<file path="src/hdl/qat_pkg.sv">
`default_nettype none
// ----------------------------------------------------------------------------
// qat_pkg
// Shared types and character codes for the quoted argument tokenizer.
// ----------------------------------------------------------------------------
package qat_pkg;

    // Character codes that the scanner reacts to.
    localparam logic [7:0] CH_NUL      = 8'h00;
    localparam logic [7:0] CH_SPACE    = 8'h20;
    localparam logic [7:0] CH_QUOTE    = 8'h22;
    localparam logic [7:0] CH_BSLASH   = 8'h5C;
    localparam logic [7:0] CH_LOWER_N  = 8'h6E;
    localparam logic [7:0] CH_NEWLINE  = 8'h0A;

    // Stream widths.
    localparam int IN_TDATA_W  = 8;
    localparam int OUT_TDATA_W = 24;
    localparam int OUT_TUSER_W = 2;

    // One command line byte.
    typedef struct packed {
        logic [7:0] char_byte;
        logic       end_of_line;
    } item_t;

    // One result.
    typedef struct packed {
        logic [3:0] arg_index;
        logic [7:0] out_byte;
        logic       has_byte;
        logic       token_end;
        logic       line_done;
        logic [4:0] arg_count;
    } result_t;

endpackage : qat_pkg
`default_nettype wire

</file>
<file path="src/hdl/qat_in_stage.sv">
`default_nettype none
// ----------------------------------------------------------------------------
// qat_in_stage
// Input register: holds one accepted byte until the scanner consumes it.
// ----------------------------------------------------------------------------
module qat_in_stage (
    input  wire logic          clk,
    input  wire logic          rst_n,
    input  wire logic          in_valid,
    output logic               in_ready,
    input  wire qat_pkg::item_t in_item,
    input  wire logic          consume,
    output logic               item_valid,
    output qat_pkg::item_t     item
);
    import qat_pkg::*;

    logic  valid_reg;
    item_t item_reg;

    // Take a new item when empty or when the held one moves on this cycle.
    assign in_ready   = !valid_reg || consume;
    assign item_valid = valid_reg;
    assign item       = item_reg;

    // Valid flag.
    always_ff @(posedge clk or negedge rst_n)
    begin
        if (!rst_n)
        begin
            valid_reg <= 1'b0;
        end
        else if (in_valid && in_ready)
        begin
            valid_reg <= 1'b1;
        end
        else if (consume)
        begin
            valid_reg <= 1'b0;
        end
    end

    // Payload.
    always_ff @(posedge clk)
    begin
        if (in_valid && in_ready)
        begin
            item_reg <= in_item;
        end
    end

endmodule : qat_in_stage
`default_nettype wire

</file>
<file path="src/hdl/qat_core.sv">
`default_nettype none
// ----------------------------------------------------------------------------
// qat_core
// Scanner state machine: mode, token length and token count, with the
// combinational decode of one byte into at most one result.
// ----------------------------------------------------------------------------
module qat_core #(
    parameter int MAX_ARGS    = 16,
    parameter int TOKEN_BYTES = 256
) (
    input  wire logic            clk,
    input  wire logic            rst_n,
    input  wire logic            item_valid,
    input  wire qat_pkg::item_t  item,
    input  wire logic            out_free,
    output logic                 consume,
    output logic                 res_valid,
    output qat_pkg::result_t     res
);
    import qat_pkg::*;

    localparam int LEN_W = (TOKEN_BYTES > 2) ? $clog2(TOKEN_BYTES) : 1;
    localparam int CNT_W = $clog2(MAX_ARGS + 1);
    localparam logic [LEN_W-1:0] LEN_LIMIT = LEN_W'(TOKEN_BYTES - 1);
    localparam logic [CNT_W-1:0] CNT_LIMIT = CNT_W'(MAX_ARGS);

    typedef enum logic [2:0] {
        MODE_BETWEEN   = 3'd0,
        MODE_UNQUOTED  = 3'd1,
        MODE_QUOTED    = 3'd2,
        MODE_ESCAPE    = 3'd3,
        MODE_AFTER_CUT = 3'd4,
        MODE_FULL      = 3'd5
    } mode_t;

    mode_t            mode_reg, mode_next;
    logic [LEN_W-1:0] len_reg, len_next;
    logic [CNT_W-1:0] cnt_reg, cnt_next;
    logic             produce;
    result_t          res_c;
    logic             eol;
    logic [CNT_W-1:0] cnt_inc;

    assign eol     = item.end_of_line || (item.char_byte == CH_NUL);
    assign cnt_inc = cnt_reg + CNT_W'(1);

    // Decode one byte against the current mode.
    always_comb
    begin
        logic             do_emit;
        logic [7:0]       emit_val;
        logic [LEN_W-1:0] emit_len;
        mode_t            cut_mode;
        mode_t            stay_mode;
        logic             tok_open;

        do_emit   = 1'b0;
        emit_val  = item.char_byte;
        emit_len  = len_reg + LEN_W'(1);
        cut_mode  = MODE_BETWEEN;
        stay_mode = MODE_UNQUOTED;
        tok_open  = 1'b0;
        produce   = 1'b0;
        res_c     = '0;
        mode_next = mode_reg;
        len_next  = len_reg;
        cnt_next  = cnt_reg;

        if (eol)
        begin
            // End of line closes any open token and reports the count.
            tok_open = (mode_reg == MODE_UNQUOTED) || (mode_reg == MODE_QUOTED) ||
                       (mode_reg == MODE_ESCAPE);
            produce         = 1'b1;
            res_c.line_done = 1'b1;
            if (tok_open)
            begin
                res_c.arg_index = 4'(cnt_reg);
                res_c.token_end = 1'b1;
                res_c.arg_count = 5'(cnt_inc);
                if (mode_reg == MODE_ESCAPE)
                begin
                    res_c.out_byte = CH_BSLASH;
                    res_c.has_byte = 1'b1;
                end
            end
            else
            begin
                res_c.arg_count = 5'(cnt_reg);
            end
            mode_next = MODE_BETWEEN;
            len_next  = '0;
            cnt_next  = '0;
        end
        else
        begin
            case (mode_reg)
                MODE_FULL:
                begin
                    mode_next = MODE_FULL;
                end
                MODE_BETWEEN, MODE_AFTER_CUT:
                begin
                    if (mode_reg == MODE_AFTER_CUT && item.char_byte == CH_QUOTE)
                    begin
                        mode_next = MODE_BETWEEN;
                    end
                    else if (item.char_byte == CH_SPACE)
                    begin
                        mode_next = MODE_BETWEEN;
                    end
                    else if (item.char_byte == CH_QUOTE)
                    begin
                        mode_next = MODE_QUOTED;
                        len_next  = '0;
                    end
                    else
                    begin
                        // A new unquoted token starts with this byte.
                        do_emit  = 1'b1;
                        emit_len = LEN_W'(1);
                    end
                end
                MODE_UNQUOTED:
                begin
                    if (item.char_byte == CH_SPACE)
                    begin
                        produce         = 1'b1;
                        res_c.arg_index = 4'(cnt_reg);
                        res_c.token_end = 1'b1;
                        cnt_next        = cnt_inc;
                        len_next        = '0;
                        mode_next       = (cnt_inc >= CNT_LIMIT) ? MODE_FULL : MODE_BETWEEN;
                    end
                    else
                    begin
                        do_emit = 1'b1;
                    end
                end
                MODE_QUOTED:
                begin
                    if (item.char_byte == CH_QUOTE)
                    begin
                        produce         = 1'b1;
                        res_c.arg_index = 4'(cnt_reg);
                        res_c.token_end = 1'b1;
                        cnt_next        = cnt_inc;
                        len_next        = '0;
                        mode_next       = (cnt_inc >= CNT_LIMIT) ? MODE_FULL : MODE_BETWEEN;
                    end
                    else if (item.char_byte == CH_BSLASH)
                    begin
                        mode_next = MODE_ESCAPE;
                    end
                    else
                    begin
                        do_emit   = 1'b1;
                        cut_mode  = MODE_AFTER_CUT;
                        stay_mode = MODE_QUOTED;
                    end
                end
                MODE_ESCAPE:
                begin
                    // Backslash-n is a newline; any other escaped byte is literal.
                    do_emit   = 1'b1;
                    cut_mode  = MODE_AFTER_CUT;
                    stay_mode = MODE_QUOTED;
                    if (item.char_byte == CH_LOWER_N)
                    begin
                        emit_val = CH_NEWLINE;
                    end
                end
                default:
                begin
                    mode_next = MODE_BETWEEN;
                    len_next  = '0;
                    cnt_next  = '0;
                end
            endcase

            // Append one byte, cutting the token when it reaches its limit.
            if (do_emit)
            begin
                produce         = 1'b1;
                res_c.arg_index = 4'(cnt_reg);
                res_c.out_byte  = emit_val;
                res_c.has_byte  = 1'b1;
                if (emit_len >= LEN_LIMIT)
                begin
                    res_c.token_end = 1'b1;
                    cnt_next        = cnt_inc;
                    len_next        = '0;
                    mode_next       = (cnt_inc >= CNT_LIMIT) ? MODE_FULL : cut_mode;
                end
                else
                begin
                    len_next  = emit_len;
                    mode_next = stay_mode;
                end
            end
        end
    end

    // An item moves on when the result register can take its result, or
    // when it gives no result at all.
    assign consume   = item_valid && (out_free || !produce);
    assign res_valid = item_valid && produce && out_free;
    assign res       = res_c;

    // Scanner state.
    always_ff @(posedge clk or negedge rst_n)
    begin
        if (!rst_n)
        begin
            mode_reg <= MODE_BETWEEN;
            len_reg  <= '0;
            cnt_reg  <= '0;
        end
        else if (consume)
        begin
            mode_reg <= mode_next;
            len_reg  <= len_next;
            cnt_reg  <= cnt_next;
        end
    end

    // The token count never passes the argument limit.
    a_cnt_bound : assert property (@(posedge clk) disable iff (!rst_n)
        cnt_reg <= CNT_LIMIT)
        else $error("token count above argument limit");

    // Full mode is entered only once the limit is reached.
    a_full_count : assert property (@(posedge clk) disable iff (!rst_n)
        (mode_reg == MODE_FULL) |-> (cnt_reg == CNT_LIMIT))
        else $error("full mode with count below limit");

    // A consumed end of line returns the scanner to its reset state.
    a_eol_reset : assert property (@(posedge clk) disable iff (!rst_n)
        (consume && eol) |=> (mode_reg == MODE_BETWEEN && cnt_reg == '0 && len_reg == '0))
        else $error("scanner state not cleared after end of line");

    // A result without a byte carries a zero byte.
    a_zero_byte : assert property (@(posedge clk) disable iff (!rst_n)
        (res_valid && !res.has_byte) |-> (res.out_byte == 8'h00))
        else $error("byte present on result without has_byte");

endmodule : qat_core
`default_nettype wire

</file>
<file path="src/hdl/qat_out_stage.sv">
`default_nettype none
// ----------------------------------------------------------------------------
// qat_out_stage
// Result register: holds one result until the downstream side takes it.
// ----------------------------------------------------------------------------
module qat_out_stage (
    input  wire logic             clk,
    input  wire logic             rst_n,
    input  wire logic             load,
    input  wire qat_pkg::result_t res,
    output logic                  out_free,
    output logic                  out_valid,
    input  wire logic             out_ready,
    output qat_pkg::result_t      out_res
);
    import qat_pkg::*;

    logic    valid_reg;
    result_t res_reg;

    // Free when empty or when the held result leaves this cycle.
    assign out_free  = !valid_reg || out_ready;
    assign out_valid = valid_reg;
    assign out_res   = res_reg;

    // Valid flag.
    always_ff @(posedge clk or negedge rst_n)
    begin
        if (!rst_n)
        begin
            valid_reg <= 1'b0;
        end
        else if (load)
        begin
            valid_reg <= 1'b1;
        end
        else if (out_ready)
        begin
            valid_reg <= 1'b0;
        end
    end

    // Payload.
    always_ff @(posedge clk)
    begin
        if (load)
        begin
            res_reg <= res;
        end
    end

endmodule : qat_out_stage
`default_nettype wire

</file>
<file path="src/hdl/quoted_argument_tokenizer.sv">
`default_nettype none
// Each byte passes the input register and the scanner into the result register on m_tdata.
// Throughput: one byte per cycle while m_tready stays high; one mode and counter
// update in the scanner between the input register and the result register.
// Bytes that give no result (opening quote, skipped space, escape start, ignored
// bytes) move on even while a result waits. Reset clears both stages and puts the
// scanner between tokens with zero length and count; no clearing pass is needed.
// ----------------------------------------------------------------------------
// quoted_argument_tokenizer
// Splits a command line, one byte per item, into space separated and
// double quoted arguments, one result byte at a time.
// ----------------------------------------------------------------------------
module quoted_argument_tokenizer #(
    parameter int MAX_ARGS    = 16,
    parameter int TOKEN_BYTES = 256
) (
    input  wire logic                               clk,
    input  wire logic                               rst_n,
    input  wire logic                               s_tvalid,
    output logic                                    s_tready,
    input  wire logic [qat_pkg::IN_TDATA_W-1:0]     s_tdata,  // char_byte[7:0]
    input  wire logic                               s_tlast,  // end_of_line
    output logic                                    m_tvalid,
    input  wire logic                               m_tready,
    output logic [qat_pkg::OUT_TDATA_W-1:0]         m_tdata,  // arg_index[3:0],
                                                              // out_byte[11:4],
                                                              // arg_count[16:12]
    output logic [qat_pkg::OUT_TUSER_W-1:0]         m_tuser,  // has_byte[0],
                                                              // token_end[1]
    output logic                                    m_tlast   // line_done
);
    import qat_pkg::*;

    item_t   in_item;
    item_t   item;
    logic    item_valid;
    logic    consume;
    logic    out_free;
    logic    res_valid;
    result_t res;
    result_t out_res;

    assign in_item.char_byte   = s_tdata;
    assign in_item.end_of_line = s_tlast;

    // Input register.
    qat_in_stage u_in (
        .clk        (clk),
        .rst_n      (rst_n),
        .in_valid   (s_tvalid),
        .in_ready   (s_tready),
        .in_item    (in_item),
        .consume    (consume),
        .item_valid (item_valid),
        .item       (item)
    );

    // Scanner.
    qat_core #(
        .MAX_ARGS    (MAX_ARGS),
        .TOKEN_BYTES (TOKEN_BYTES)
    ) u_core (
        .clk        (clk),
        .rst_n      (rst_n),
        .item_valid (item_valid),
        .item       (item),
        .out_free   (out_free),
        .consume    (consume),
        .res_valid  (res_valid),
        .res        (res)
    );

    // Result register.
    qat_out_stage u_out (
        .clk       (clk),
        .rst_n     (rst_n),
        .load      (res_valid),
        .res       (res),
        .out_free  (out_free),
        .out_valid (m_tvalid),
        .out_ready (m_tready),
        .out_res   (out_res)
    );

    // Pack the result onto the stream.
    assign m_tdata = {7'b0, out_res.arg_count, out_res.out_byte, out_res.arg_index};
    assign m_tuser = {out_res.token_end, out_res.has_byte};
    assign m_tlast = out_res.line_done;

endmodule : quoted_argument_tokenizer
`default_nettype wire
</file>
<file path="config.mk">
export PLATFORM = sky130hd
export DESIGN_NAME = quoted_argument_tokenizer
export DESIGN_NICKNAME = d
export VERILOG_FILES = /design/src/hdl/qat_pkg.sv /design/src/hdl/qat_in_stage.sv /design/src/hdl/qat_core.sv /design/src/hdl/qat_out_stage.sv /design/src/hdl/quoted_argument_tokenizer.sv
export SDC_FILE = /design/constraint.sdc
export NUM_CORES = 1
export LEC_CHECK = 0
export BUFFER_PORTS_ARGS = -buffer_cell sky130_fd_sc_hd__buf_2
export CORE_MARGIN = 4
export CORE_UTILIZATION = 50
export DETAILED_ROUTE_END_ITERATION = 12
export PLACE_DENSITY_LB_ADDON = 0.08
export SLEW_MARGIN = 10
export SYNTH_ARGS = -nofsm -noshare
export SYNTH_HDL_FRONTEND = slang
export SYNTH_SLANG_ARGS = --single-unit
export TNS_END_PERCENT = 10
</file>
<file path="constraint.sdc">
create_clock -name clk -period 8.9 [get_ports clk]
set_input_delay 1.335 -clock clk [delete_from_list [all_inputs] [get_ports clk]]
set_output_delay 1.335 -clock clk [all_outputs]
set_load 0.05 [all_outputs]
</file>
### Yosys cells after proc, flatten, opt, wreduce, memory -nomap -nowiden

Cells that the tools add are included.

| storage, ports and cells | value |
|---|---|
| register bits | 47 |
| bits of input ports | 13 |
| output and inout port bits | 29 |
| logic and storage cells | 122 |

| cells by class | value |
|---|---|
| $add $sub $neg | 2 |
| magnitude comparators | 2 |
| eq/ne operators | 16 |
| mux-type cells | 66 |
| reductions and logical operators | 23 |

Operators by type and width:

| kind | number |
|---|---|
| two-way mux 8 bit | 15 |
| two-way mux 14 bit | 3 |
| two-way mux 3 bit | 14 |
| one-hot mux 8 bit (4 select lines) | 1 |
| two-way mux 5 bit | 6 |
| equality test 8 x 6 -> 1 bit, second input constant | 2 |
| equality test 8 x 7 -> 1 bit, second input constant | 2 |
| two-way mux 1 bit | 16 |
| one-hot mux 3 bit (5 select lines) | 1 |
| one-hot mux 5 bit (3 select lines) | 1 |
| inequality test 4 x 3 -> 1 bit, second input constant | 3 |
| one-hot mux 3 bit (2 select lines) | 2 |
| AND reduction 5 bit | 2 |
| adder 8 x 1 -> 8 bit, second input constant | 1 |
| greater-or-equal comparator 8 bit, second input constant | 1 |
| zero test 8 bit | 1 |
| two-way mux 4 bit | 2 |
| one-hot mux 4 bit (2 select lines) | 1 |
| equality test 3 x 2 -> 1 bit, second input constant | 2 |
| equality test 3 bit, second input constant | 2 |
| logical OR 1 bit | 6 |
| two-way mux 6 bit | 1 |
| inequality test 6 x 1 -> 1 bit, second input constant | 1 |
| adder 5 x 1 -> 5 bit, second input constant | 1 |
| 14 further kinds | 22 |

### Longest topological paths before layout

| logic depth | value |
|---|---|
| depth after elaboration | 14 |
| depth in mapped cells | 9 |
| mapped depth without buffers | 8 |

### Cells and area by module

Synthesis repeated with hierarchy kept, for this count alone.

| second synthesis, totals | value |
|---|---|
| cell total of the unflattened synthesis | 258 |
| area, all modules | 2693.8 µm² |

Modules (own cells, without submodules):

| module | times used | cells an instance | area each (µm²) | seq. area each (µm²) |
|---|---|---|---|---|
| qat_core | 1 | 214 | 1665.3 | 400.4 |
| qat_out_stage | 1 | 23 | 648.1 | 625.6 |
| qat_in_stage | 1 | 13 | 324.1 | 295.3 |
| quoted_argument_tokenizer | 1 | 8 | 56.3 | 0.0 |

### Worst setup path before layout

OpenSTA, ideal clock, no wires.

| timing path | value |
|---|---|
| kind | in2out |
| start | input m_tready |
| end | output s_tready |
| arrival time | 1952 ps |
| required time | 7565 ps |
| slack | 5613 ps |
| stages | 2 |
| path buffers | 0 |
| cell sequence | nand2b_1 -> or2_4 |

| between the ends | value |
|---|---|
| cells in the longest elaborated chain, start to end | 4 |

Ends and longest elaborated chain:

| element | line | RTL |
|---|---|---|
| from (decl) | quoted_argument_tokenizer.sv:24 | `input wire logic m_tready,` |
| logical OR 1 bit | qat_out_stage.sv:22 | `assign out_free = !valid_reg \|\| out_ready;` |
| logical OR 1 bit | qat_core.sv:206 | `assign consume = item_valid && (out_free \|\| !produce);` |
| logical AND 1 bit | qat_core.sv:206 |  |
| logical OR 1 bit | qat_in_stage.sv:22 | `assign in_ready = !valid_reg \|\| consume;` |
| to (decl) | quoted_argument_tokenizer.sv:20 | `output logic s_tready,` |

No other way between the ends.

### Final worst setup path

| timing path | value |
|---|---|
| start | register u_core.mode_reg[0] |
| end | output s_tready |

| between the ends | value |
|---|---|
| cells in the longest elaborated chain, start to end | 11 |
| elaborated cells between the ends (all ways) | 17 |
| classes of those cells | eq/ne (4); mux (6); reduce/logical (7) |

Ends and longest elaborated chain:

| element | line | RTL |
|---|---|---|
| from (decl) | qat_core.sv:36 | `mode_t mode_reg, mode_next;` |
| from (signal assigned) | qat_core.sv:221 | `mode_reg <= mode_next;` |
| equality test 3 bit | qat_core.sv:97, qat_core.sv:104 |  |
| logical AND 1 bit | qat_core.sv:104 | `if (mode_reg == MODE_AFTER_CUT && item.char_byte == CH_QUOTE)` |
| two-way mux 1 bit | qat_core.sv:104 |  |
| one-hot mux 1 bit (4 select lines) | qat_core.sv:97 | `case (mode_reg)` |
| two-way mux 1 bit | qat_core.sv:69 | `if (eol)` |
| two-way mux 1 bit (*) | qat_core.sv:182 | `if (do_emit)` |
| two-way mux 1 bit (*) | qat_core.sv:69 |  |
| zero test 1 bit (*) | qat_core.sv:206 |  |
| logical OR 1 bit (*) | qat_core.sv:206 |  |
| logical AND 1 bit (*) | qat_core.sv:206 |  |
| logical OR 1 bit (*) | qat_in_stage.sv:22 |  |

Mark *: on every way between the ends. The rest lies on a longest branch, timed or not. The select of a mux whose other input is x is not followed.

==> metrics.csv <==
metric,value,unit
synth_top_area_cell,sky130_fd_sc_hd__edfxtp_1,
cp.required,7570,ps
critical_path.n_buffers_inverters,1,
clock_pin_slew_reported_for_the_worst_setup_and_hold_paths_after_clock_tree_synthesis,80,ps
run_status,"finished, final reports clean",
final_critical_path_required_period,3860,ps
fp.coreArea,5140,sq um
ios,42,
critical_path.top_delay_family,simple AND/OR/NAND/NOR gates,
tightestPinTransition,909,ps
synth_seq_cells,47,
unrepaired_setup_endpoints_after_global_routing,no,
cts_hold_buf,0,
worst_min_delay_path_category,flop to flop,
grt_usage,0.184,
drc_errors,0,
finalWirelength,5470,um
antenna_violating_nets_post_route,0,
area_delta_synth_final,11.2,%
criticalPathCategory,flop to primary output,
number_of_global_route_vias_before_repair,1922,
grt_first_pass_wirelength,9250,um
finalMaxSlewViolations,0,
post-route-period-util,0.434,
routabilityCongestion,0.834,
end_kind,primary output,
multi_input_area,1210,sq um
cts_inserted_buffers,5,
arrival,2530,ps
dr.pass1.iters,4,
vias,2008,
rows,26,
clock-skew-final,4.42,ps
hold_viol,0,
p_per_area,170,nW/um^2
cp_cell_sequence,"or3b_4, a2111oi_4, nor2_2, o21a_4, nand2b_4, or2_4, buf_2",
n_antenna_cell,0,
fp.dieArea,6540,sq um
crit_slowest_cell,sky130_fd_sc_hd__dfrtp_1,
drt-vias-per-instance,5.55,
yosys.area.top_type_share,0.328,
clkLatencyLatePin,300,ps
cts_resized,0,
critPathLaunch,u_core.mode_reg[0],
delay_of_the_slowest_cell_on_the_worst_path,560,ps
largest_register_ff_count,20,
syn_area_per_cell,10.3,sq um
tritoncts,done,
hp-start,u_core.len_reg[7],
dieWidth,80.9,um
timing.hold.ws,542,ps
seqCellArea,1320,sq um
synth_enable_flop_cells,29,
post_cts.repair.setup_buffers,0,
crit_path_max_fanout,14,
seq_area_frac_synth,0.498,
grt-ovfl-total,0,
dominantRegCellSynth,sky130_fd_sc_hd__edfxtp_1,
starting_density,0.516,
synth-warning-count,0,
timing.max_slew.rel_slack,0.392,
async_flop_share,0.383,
cp_startpoint_kind,flop,
ff2ff_setup_slack,6020,ps
io_buffer_count,34,
detail_route.iter0.violations,192,
wl_per_cell,15.1,um
cts-htree-levels,2,
maxClockFrequency,259,MHz
grt_max_degree,24,
totalNegativeSetupSlack,0,ps
syn-cell-area,2650,sq um
ys_types,58,
finalSetupViolations,0,
die_height,80.9,um
synth_cells,258,
synth.top_cells.by_area,"sky130_fd_sc_hd__edfxtp_1, sky130_fd_sc_hd__dfrtp_1, sky130_fd_sc_hd__nand2_1",
layout-drive-gt1-share,0.205,
hpwlAfterDp,3890,um
cts_root_buf,sky130_fd_sc_hd__clkbuf_8,
clock_sinks,47,
num-nets-final,307,
leakage,1.16,nW
filler_cells_inserted,476,
vdd_ir_drop_max,0.0927,mV
clock_tree.buffer_depth,2,
antenna_violations_before_repair,0,
worst_r2r_start,u_in.item[4],
drv_cap,0,
## cells in the final DEF (no fill, tap or decap), drive strengths merged, types with 2 or more instances in the layout
cell type and count:
nor3 6, a2111oi 2, and3 5, ha 3, buf 36, nor2 21
inv 12, a21oi 17, dfrtp 18, nor4b 2, clkbuf 7, o311ai 2
xor2 2, a22o 2, o21a 2, or3 4, a21o 5, or2 2
nand3 7, o21ai 16, o22ai 7, nand2 28, o31ai 3, edfxtp 29
and2 7, a31o 2, and4 6, xnor2 5, nand2b 8, nor2b 2
conb 7
## worst reg2reg max path, delay by kind of cell (launching register included)
kind             cells  cell delay [ps]
AND/OR/NAND/NOR      5             1820
AO/OA/AOI/OAI        2              530
flip-flops           1              460
## kinds of logic after synthesis
group,Yosys count,share of synthesized area
fa+ha+maj,3,0.0141
xor+xnor,7,0.0231
buf+inv,28,0.0561
compound gates,66,0.179
flops,47,0.498
other cells,1,0.00141
mux,1,0.00424
simple gates,105,0.224
## layer usage
layer | GRT usage | up-vias | routed length [um]
met5 | 0 | - | 0
met4 | 0.0726 | 0 | 85
met3 | 0.0421 | 7 | 328
met2 | 0.272 | 65 | 2450
met1 | 0.261 | 940 | 2610
li1 | - | 996 | -
## power by group
group | internal, W | switching [W] | total [W] | leakage [nW]
combinational | 0.0000230 | 0.0000655 | 0.0000885 | 0.579
clock | 0.0000841 | 0.0000701 | 0.000154 | 0.0524
sequential | 0.000247 | 0.0000117 | 0.000259 | 0.527
## final timing paths
path,to,depth (start not counted)
hold / removal,u_core.len_reg[7],2
setup reg to reg,u_core.len_reg[5],7
hold reg to reg,u_core.len_reg[7],2
max in group asynchronous,u_core.len_reg[7],1
setup / recovery,s_tready,7
min in group asynchronous,u_core.cnt_reg[0],1
## cell usage after synthesis (2+ instances only)
| cell type | count |
|---|---|
| sky130_fd_sc_hd__nand3_1 | 7 |
| sky130_fd_sc_hd__a31o_2 | 2 |
| sky130_fd_sc_hd__nor2b_1 | 2 |
| sky130_fd_sc_hd__and2_1 | 7 |
| sky130_fd_sc_hd__a22o_1 | 2 |
| sky130_fd_sc_hd__xor2_1 | 2 |
| sky130_fd_sc_hd__o21ai_0 | 15 |
| sky130_fd_sc_hd__o311ai_1 | 2 |
| sky130_fd_sc_hd__a21oi_1 | 17 |
| sky130_fd_sc_hd__clkbuf_1 | 5 |
| sky130_fd_sc_hd__inv_1 | 11 |
| sky130_fd_sc_hd__xnor2_1 | 5 |
| sky130_fd_sc_hd__dfrtp_1 | 18 |
| sky130_fd_sc_hd__o31ai_1 | 3 |
| sky130_fd_sc_hd__nor2_1 | 20 |
| sky130_fd_sc_hd__nor3_1 | 5 |
| sky130_fd_sc_hd__buf_6 | 2 |
| sky130_fd_sc_hd__ha_1 | 3 |
| sky130_fd_sc_hd__a21o_1 | 5 |
| sky130_fd_sc_hd__or3_1 | 4 |
| sky130_fd_sc_hd__and3_1 | 5 |
| sky130_fd_sc_hd__buf_2 | 2 |
| sky130_fd_sc_hd__nand2_1 | 28 |
| sky130_fd_sc_hd__buf_4 | 7 |
| sky130_fd_sc_hd__and4_1 | 6 |
| sky130_fd_sc_hd__edfxtp_1 | 29 |
| sky130_fd_sc_hd__o22ai_1 | 7 |
| sky130_fd_sc_hd__nand2b_1 | 6 |
| sky130_fd_sc_hd__nor4b_1 | 2 |
## metrics by stage
| stage | total power (W) | worst slack (ps) | area [sq um] | std cells | util |
|---|---|---|---|---|---|
| floorplan | 0.000333 | 5610 | 2680 | 264 | - |
| global placement | 0.000351 | 5370 | 2850 | 354 | 0.554 |
| detailed placement | 0.000352 | 5350 | 2850 | 354 | 0.554 |
| CTS | 0.000506 | 5030 | 2950 | 362 | 0.574 |
| global route | 0.000525 | 4880 | 2950 | 362 | 0.574 |
| finish | 0.000501 | 5040 | 2950 | 362 | 0.574 |
## final cells by class
cell class	instances	share of cell area
sequential	47	0.448
multi-input combinational	189	0.409
timing repair buffer	36	0.0627
tap	70	0.0297
clock buffer	7	0.0259
inverter	12	0.0153
clock inverter	1	0.0102
No activity file was read; power rests on OpenSTA's default activity.
